--- src/design/mtfr_pkg.sv ---
// ----------------------------------------------------------------------------
// mtfr_pkg - multi-type frame receiver package
// Frame constants, frame kinds, configuration and result types.
// ----------------------------------------------------------------------------
package mtfr_pkg;

  localparam logic [7:0] HdrVel    = 8'hAA;
  localparam logic [7:0] HdrScene  = 8'hBB;
  localparam logic [7:0] HdrRoute  = 8'hDD;
  localparam logic [7:0] SyncByte  = 8'h55;

  localparam logic [4:0] LenVel    = 5'd12;
  localparam logic [4:0] LenScene  = 5'd4;
  localparam logic [4:0] LenRoute  = 5'd23;
  localparam int unsigned BufBytes = 23;

  // configuration register indexes
  localparam logic [7:0] RegSceneFirst  = 8'd0;
  localparam logic [7:0] RegSceneSecond = 8'd1;
  localparam logic [7:0] RegRouteLo     = 8'd2;
  localparam logic [7:0] RegRouteHi     = 8'd3;

  typedef enum logic [1:0] {
    KIND_VEL   = 2'd0,
    KIND_SCENE = 2'd1,
    KIND_ROUTE = 2'd2
  } kind_e;

  typedef logic [BufBytes-1:0][7:0] frame_buf_t;

  typedef struct packed {
    logic [7:0] scene_first;
    logic [7:0] scene_second;
    logic [7:0] route_lo;
    logic [7:0] route_hi;
  } cfg_t;

  typedef struct packed {
    logic [31:0] vel;
    logic [31:0] scene;
    logic [31:0] route;
  } counts_t;

  typedef struct packed {
    logic [1:0]  frame_kind;
    logic [7:0]  code;
    logic [7:0]  route_index;
    logic [7:0]  route_points;
    logic        loop_flag;
    logic [63:0] first_value;
    logic [63:0] second_value;
    logic [31:0] kind_count;
  } result_t;

  function automatic logic [4:0] frame_len(kind_e kind);
    logic [4:0] len;
    unique case (kind)
      KIND_VEL:   len = LenVel;
      KIND_SCENE: len = LenScene;
      KIND_ROUTE: len = LenRoute;
      default:    len = 5'd0;
    endcase
    return len;
  endfunction

endpackage

--- src/design/mtfr_decode.sv ---
// ----------------------------------------------------------------------------
// mtfr_decode - frame field decode
// Builds the result fields from the frame buffer and checks scene/route codes.
// ----------------------------------------------------------------------------
module mtfr_decode import mtfr_pkg::*; (
  input  kind_e      kind_i,
  input  frame_buf_t buf_i,
  input  cfg_t       cfg_i,
  input  counts_t    counts_i,
  output logic       code_ok_o,
  output result_t    res_o
);

  logic [7:0] code;

  assign code = buf_i[2];

  always_comb begin
    res_o      = '0;
    code_ok_o  = 1'b0;
    res_o.code = code;
    unique case (kind_i)
      KIND_VEL: begin
        code_ok_o          = 1'b1;
        res_o.frame_kind   = KIND_VEL;
        res_o.first_value  = {32'd0, buf_i[6], buf_i[5], buf_i[4], buf_i[3]};
        res_o.second_value = {32'd0, buf_i[10], buf_i[9], buf_i[8], buf_i[7]};
        res_o.kind_count   = counts_i.vel + 32'd1;
      end
      KIND_SCENE: begin
        code_ok_o        = (code == cfg_i.scene_first) || (code == cfg_i.scene_second);
        res_o.frame_kind = KIND_SCENE;
        res_o.kind_count = counts_i.scene + 32'd1;
      end
      KIND_ROUTE: begin
        code_ok_o          = (code >= cfg_i.route_lo) && (code <= cfg_i.route_hi);
        res_o.frame_kind   = KIND_ROUTE;
        res_o.route_index  = buf_i[3];
        res_o.route_points = buf_i[4];
        res_o.loop_flag    = (buf_i[5] != 8'd0);
        res_o.first_value  = {buf_i[13], buf_i[12], buf_i[11], buf_i[10],
                              buf_i[9], buf_i[8], buf_i[7], buf_i[6]};
        res_o.second_value = {buf_i[21], buf_i[20], buf_i[19], buf_i[18],
                              buf_i[17], buf_i[16], buf_i[15], buf_i[14]};
        res_o.kind_count   = counts_i.route + 32'd1;
      end
      default: begin
        code_ok_o = 1'b0;
      end
    endcase
  end

endmodule

--- src/design/multi_type_frame_receiver_unit.sv ---
// ----------------------------------------------------------------------------
// multi_type_frame_receiver_unit - header-synced fixed-length frame parser
// Assembles velocity, scene and route frames from a byte stream, checks the
// XOR checksum and code ranges, and emits one beat per good frame.
// ----------------------------------------------------------------------------
//  channel | signals                              | dir | beat
//  --------+--------------------------------------+-----+------------------------
//  in      | in_valid_i, in_stall_o, rx_byte_i    | in  | one received byte
//  out     | out_valid_o, out_stall_i, fields     | out | one decoded good frame
//  cfg     | cfg_valid_i, cfg_ready_o, idx, data  | in  | one register write
//
//  One byte per cycle while in_stall_o is low. A byte is handled in the cycle
//  it is taken; the output register loads a frame's result as its last byte
//  is taken. in_stall_o rises only while a result is held and out_stall_i is
//  high. Reset (async, active low) closes any open frame, clears the per-kind
//  counts and loads the register defaults. cfg_ready_o is always 1.
// ----------------------------------------------------------------------------
module multi_type_frame_receiver_unit import mtfr_pkg::*; (
  input  logic        clk_i,
  input  logic        rst_ni,
  // byte input
  input  logic        in_valid_i,
  output logic        in_stall_o,
  input  logic [7:0]  rx_byte_i,
  // frame output
  output logic        out_valid_o,
  input  logic        out_stall_i,
  output logic [1:0]  frame_kind_o,
  output logic [7:0]  code_o,
  output logic [7:0]  route_index_o,
  output logic [7:0]  route_points_o,
  output logic        loop_flag_o,
  output logic [63:0] first_value_o,
  output logic [63:0] second_value_o,
  output logic [31:0] kind_count_o,
  // configuration writes
  input  logic        cfg_valid_i,
  output logic        cfg_ready_o,
  input  logic [7:0]  cfg_index_i,
  input  logic [7:0]  cfg_data_i
);

  // frame tracking; pos_q == 0 means no frame open
  logic [4:0] pos_q, pos_d;
  kind_e      kind_q, kind_d;
  logic [7:0] xor_q, xor_d;
  frame_buf_t buf_q;
  counts_t    counts_q;
  cfg_t       cfg_q;

  logic       out_valid_q;
  result_t    res_q;
  result_t    res_dec;
  logic       code_ok;

  logic       accept;
  logic       buf_we;
  logic       fire;
  logic [4:0] len;
  logic       open_ok;
  logic       is_hdr;
  kind_e      hdr_kind;

  assign cfg_ready_o = 1'b1;
  // output register drains or is empty -> a new byte may enter
  assign in_stall_o  = out_valid_q & out_stall_i;
  assign accept      = in_valid_i & ~in_stall_o;

  assign len = frame_len(kind_q);
  // an open frame whose position has run past its length is dropped
  assign open_ok = (pos_q != 5'd0) && (pos_q < len) && (pos_q < LenRoute);

  always_comb begin
    is_hdr   = 1'b1;
    hdr_kind = KIND_VEL;
    priority if (rx_byte_i == HdrVel) begin
      hdr_kind = KIND_VEL;
    end else if (rx_byte_i == HdrScene) begin
      hdr_kind = KIND_SCENE;
    end else if (rx_byte_i == HdrRoute) begin
      hdr_kind = KIND_ROUTE;
    end else begin
      is_hdr = 1'b0;
    end
  end

  mtfr_decode u_decode (
    .kind_i    (kind_q),
    .buf_i     (buf_q),
    .cfg_i     (cfg_q),
    .counts_i  (counts_q),
    .code_ok_o (code_ok),
    .res_o     (res_dec)
  );

  // per-byte step
  always_comb begin
    pos_d  = pos_q;
    kind_d = kind_q;
    xor_d  = xor_q;
    buf_we = 1'b0;
    fire   = 1'b0;
    if (!open_ok || (pos_q == 5'd1 && rx_byte_i != SyncByte)) begin
      // idle, or sync missed: this byte may start a new frame
      xor_d = 8'd0;
      if (is_hdr) begin
        pos_d  = 5'd1;
        kind_d = hdr_kind;
      end else begin
        pos_d = 5'd0;
      end
    end else begin
      buf_we = 1'b1;
      if (({1'b0, pos_q} + 6'd1) < {1'b0, len}) begin
        if (pos_q >= 5'd2) begin
          xor_d = xor_q ^ rx_byte_i;
        end
        pos_d = pos_q + 5'd1;
      end else begin
        // last byte: checksum against running XOR
        fire  = (xor_q == rx_byte_i) && code_ok;
        pos_d = 5'd0;
        xor_d = 8'd0;
      end
    end
  end

  always_ff @(posedge clk_i or negedge rst_ni) begin
    if (!rst_ni) begin
      pos_q       <= 5'd0;
      kind_q      <= KIND_VEL;
      xor_q       <= 8'd0;
      counts_q    <= '0;
      out_valid_q <= 1'b0;
      cfg_q.scene_first  <= 8'd1;
      cfg_q.scene_second <= 8'd2;
      cfg_q.route_lo     <= 8'd1;
      cfg_q.route_hi     <= 8'd5;
    end else begin
      if (cfg_valid_i && cfg_ready_o) begin
        unique case (cfg_index_i)
          RegSceneFirst:  cfg_q.scene_first  <= cfg_data_i;
          RegSceneSecond: cfg_q.scene_second <= cfg_data_i;
          RegRouteLo:     cfg_q.route_lo     <= cfg_data_i;
          RegRouteHi:     cfg_q.route_hi     <= cfg_data_i;
          default: ;
        endcase
      end
      if (accept) begin
        pos_q  <= pos_d;
        kind_q <= kind_d;
        xor_q  <= xor_d;
      end
      if (accept && fire) begin
        out_valid_q <= 1'b1;
        unique case (kind_q)
          KIND_VEL:   counts_q.vel   <= res_dec.kind_count;
          KIND_SCENE: counts_q.scene <= res_dec.kind_count;
          KIND_ROUTE: counts_q.route <= res_dec.kind_count;
          default: ;
        endcase
      end else if (!out_stall_i) begin
        out_valid_q <= 1'b0;
      end
    end
  end

  // frame buffer and result payload, no reset needed
  always_ff @(posedge clk_i) begin
    if (accept && buf_we) begin
      buf_q[pos_q] <= rx_byte_i;
    end
    if (accept && fire) begin
      res_q <= res_dec;
    end
  end

  assign out_valid_o    = out_valid_q;
  assign frame_kind_o   = res_q.frame_kind;
  assign code_o         = res_q.code;
  assign route_index_o  = res_q.route_index;
  assign route_points_o = res_q.route_points;
  assign loop_flag_o    = res_q.loop_flag;
  assign first_value_o  = res_q.first_value;
  assign second_value_o = res_q.second_value;
  assign kind_count_o   = res_q.kind_count;

endmodule
--- config.mk ---
export PLATFORM = sky130hd
export DESIGN_NAME = multi_type_frame_receiver_unit
export DESIGN_NICKNAME = d
export VERILOG_FILES = /design/src/design/mtfr_pkg.sv /design/src/design/mtfr_decode.sv /design/src/design/multi_type_frame_receiver_unit.sv
export SDC_FILE = /design/constraint.sdc
export NUM_CORES = 1
export LEC_CHECK = 0
export BUFFER_PORTS_ARGS = -buffer_cell sky130_fd_sc_hd__buf_2
export CAP_MARGIN = 15
export CORE_ASPECT_RATIO = 0.75
export CORE_MARGIN = 4
export CORE_UTILIZATION = 42
export CTS_CLUSTER_DIAMETER = 120
export DETAILED_ROUTE_END_ITERATION = 16
export PLACE_DENSITY_LB_ADDON = 0.25
export SLEW_MARGIN = 15
export SYNTH_ARGS = -nofsm -noshare
export SYNTH_HDL_FRONTEND = slang
export SYNTH_SLANG_ARGS = --single-unit
--- constraint.sdc ---
create_clock -name clk_i -period 20.8 [get_ports clk_i]
set_input_delay 0 -clock clk_i [delete_from_list [all_inputs] [get_ports clk_i]]
set_output_delay 0 -clock clk_i [all_outputs]
set_load 0.03 [all_outputs]
==> run_results.csv <==
group,metric,value,unit
routing,ant_nets,0,
layout,seqCellArea,14030,sq um
clock_tree,cts_tree,"built",
layout,area_growth,17.47,%
sta,tns,0,ps
synthesis,synth_compound_area_frac,0.07169,
clock_tree,cts.path.max_buffers,3,
synthesis,synth_xor_area_frac,0.02223,
power_and_ir_drop,power_leakage,0.009607,uW
routing,drt_first_pass_iters,4,
power_and_ir_drop,total_power,2068,uW
worst_setup_path,critical_path.startpoint_type,"flop",
routing,drt_first_iter_violations,807,
synthesis,synthCells,1260,
grt,grt_pass1_vias,11340,
sta,maxSlewViolCount,0,
sta,fin_crit_sh,0.2096,
synthesis,synth-seq-area-share,0.6984,
sta,hold_viol_final,0,
worst_hold_path,hold_path.class,"in -> async",
synthesis,yosysWarnings,0,
synthesis,synth_fa_ha_area_frac,0.02055,
routing,drt_wl_total,43820,um
clock_tree,clk_latency,580,ps
routing,vias_per_cell,5.151,
worst_setup_path,crit_arrival,4550,ps
worst_setup_path,critPathKind,"reg -> reg",
clock_tree,cts.clk_slew.worst_paths,60,ps
clock_tree,htree_levels,2,
synthesis,synth_ff_type,"edfxtp_1",
clock_tree,post-cts-setup-buffers,0,
grt,antenna_found_initial,0,
die,ios,219,
worst_setup_path,worstSetupEndpointType,"flop",
synthesis,yosys.area_share.simple,0.08078,
layout,multi_input_area,5670,sq um
sta,slew_headroom,0.2884,
worst_setup_path,crit_end,"second_value_o[33]",
layout,antenna_cells,0,
die,rows,69,
die,initial_utilization,0.4246,
routing,avgRoutedWirePerCell,20.11,um
sta,period_minus_slack,4359,ps
layout,nets,1562,
layout,fill_cells,4108,
sta,worst_pin_slew,1067,ps
run,drv_cap,0,
worst_setup_path,reg2reg_slack,16440,ps
sta,setup_viol,0,
synthesis,synth_top_family_by_area,"multiplexers",
synthesis,synth_nets,1322,
sta,timing.final.ws_setup,16440,ps
placed_design,place_inst,2069,
grt,grt_overflow,0,
die,die_w,260.5,um
clock_tree,numCtsBuffers,48,
sta,worst_hold_slack,46.91,ps
synthesis,async_flop_share,0.2933,
layout,final_common_cell,"edfxtp_1",
grt,grt_pass1_wl,67490,um
synthesis,ys_ff_latch,491,
sta,skew,24.57,ps
clock_tree,cts.repair.resized,0,
placed_design,io_buffers,217,
synthesis,synth_area,20090,sq um
die,coreArea,47310,sq um
worst_setup_path,cp_max_fo,56,
synthesis,syn_avg_cell_area,15.94,sq um
synthesis,synth_cell_types,72,
clock_tree,root_buffer,"clkbuf_16",
synthesis,synth.area.mux_share,0.08533,
worst_setup_path,r2r_start,"kind_q[0]",
layout,final_cell_mix,"edfxtp_1 (347), buf_2 (216), dfrtp_1 (139)",
placed_design,dp_slack,16360,ps
run_status,status,"completed",
worst_setup_path,r2r-end,"second_value_o[33]",
routing,vias,11225,
worst_setup_path,worstSetupStartpoint,"kind_q[0]",
routing,drc,0,
die,dieArea,51430,sq um
sta,rsz0062_at_grt,"false",
placed_design,finalWeightedCongestion,0.7790,
clock_tree,clock_sinks,491,
power_and_ir_drop,ir_worst_vdd,53.19,uV
die,die_y,197.4,um
synthesis,synth_edf_count,347,
layout,instances_no_fill,2179,
layout,drive_gt1_frac,0.2922,
worst_setup_path,worstPathRequired,20990,ps
sta,fmax,0.2294,GHz
worst_setup_path,reg2reg_depth,10,
grt,grt.total_usage,0.1696,
placed_design,place_hpwl,27260,um
grt,grt_max_degree,81,
power_and_ir_drop,power_density,87.65,nW/um^2
## registers in the layout (all words and copies together), names as in the netlist
register	cells
pos_q	5
xor_q	8
counts_q	96
loop_flag_o	1
first_value_o	64
code_o	8
buf_q	160
second_value_o	64
route_index_o	8
route_points_o	8
kind_count_o	32
kind_q	2
cfg_q	32
frame_kind_o	2
out_valid_o	1
## how the worst min path moves through the flow
| stage | from | end | slack, ps | depth (start not counted) |
|---|---|---|---|---|
| floorplan | rst_ni | cfg_q[10] | -300 | 0 |
| global placement | rst_ni | cfg_q[4] | 110 | 1 |
| detailed placement | rst_ni | cfg_q[4] | 110 | 1 |
| CTS | rx_byte_i[3] | buf_q[35] | 10 | 1 |
| global route | rx_byte_i[3] | buf_q[75] | 50 | 1 |
| finish | rst_ni | cfg_q[4] | 50 | 2 |
## where the power goes
group / leakage, uW / internal, uW / switching (uW)
combinational: 0.00361 / 38.8 / 67.8
clock: 0.000803 / 536 / 366
sequential: 0.00520 / 1050 / 4.64
## metrics by stage
| step | util | area, sq um |
|---|---|---|
| after floorplan | - | 20100 |
| after global placement | 0.4599 | 21760 |
| after detailed placement | 0.4599 | 21760 |
| after CTS | 0.4988 | 23600 |
| after global routing | 0.4988 | 23600 |
| final | 0.4988 | 23600 |
## metal layers
layer,track usage,up-vias,share of wire
li1,-,5220,-
met2,0.2716,184,0.47
met4,0.04550,0,0.020
met5,0,-,0
met1,0.2424,5757,0.46
met3,0.02922,64,0.045
## final cells by class
cell class,count,share of cell area
multi-input cells,689,0.2403
clock buffers,65,0.05620
clock inverters,25,0.01336
inverters,22,0.003499
flip-flops and latches,491,0.5945
repair buffers,248,0.05827
well taps,639,0.03388
## repair_timing
item / CTS / global route
setup endpoints to repair: 0 / 0
hold buffers: 20 / 0
endpoints found under the hold margin: 231 / 0
## cell usage after synthesis (8+ instances only)
| master | instances | area (sq um) |
|---|---|---|
| nand3_1 | 13 | 65.06 |
| buf_2 | 8 | 40.04 |
| nor2_1 | 65 | 244.0 |
| dfrtp_1 | 139 | 3478 |
| xor2_1 | 13 | 113.9 |
| mux2_4 | 32 | 480.5 |
| a22o_1 | 81 | 709.4 |
| edfxtp_1 | 347 | 10420 |
| a21oi_1 | 20 | 100.1 |
| mux2_2 | 69 | 777.0 |
| inv_1 | 22 | 82.58 |
| nor3b_1 | 8 | 60.06 |
| a22oi_1 | 18 | 135.1 |
| ha_1 | 33 | 412.9 |
| nor2_2 | 8 | 50.05 |
| nor3_1 | 16 | 80.08 |
| xnor2_1 | 38 | 332.8 |
| mux2_1 | 29 | 326.6 |
| a21o_1 | 19 | 142.6 |
| buf_6 | 11 | 123.9 |
| clkbuf_1 | 31 | 116.4 |
| o21ai_0 | 17 | 85.08 |
| nand2_1 | 25 | 93.84 |
| nand4_1 | 8 | 50.05 |
| mux2i_1 | 13 | 130.1 |
| and2_1 | 84 | 525.5 |
## cell families (layout without fill, tap and decap cells)
| kind of cell | count (synthesis) | count (layout) |
|---|---|---|
| DFF | 491 | 491 |
| and+or+nand+nor | 276 | 276 |
| AOI/OAI and AO/OA | 185 | 185 |
| muxes | 143 | 143 |
| buffers and inverters | 80 | 360 |
| xor gates and xnor gates | 51 | 51 |
| adders and majority gates | 33 | 33 |
| other | 1 | 1 |
## critical path: stages, from the launching register on
cell	delay, ps
dfrtp_1	420
inv_1	140
ha_4	470
inv_1	240
ha_1	330
a21o_1	150
a211o_1	330
and2_1	190
nor4bb_4	300
buf_4	620
buf_4	690
Power figures use the tool's default switching activity.
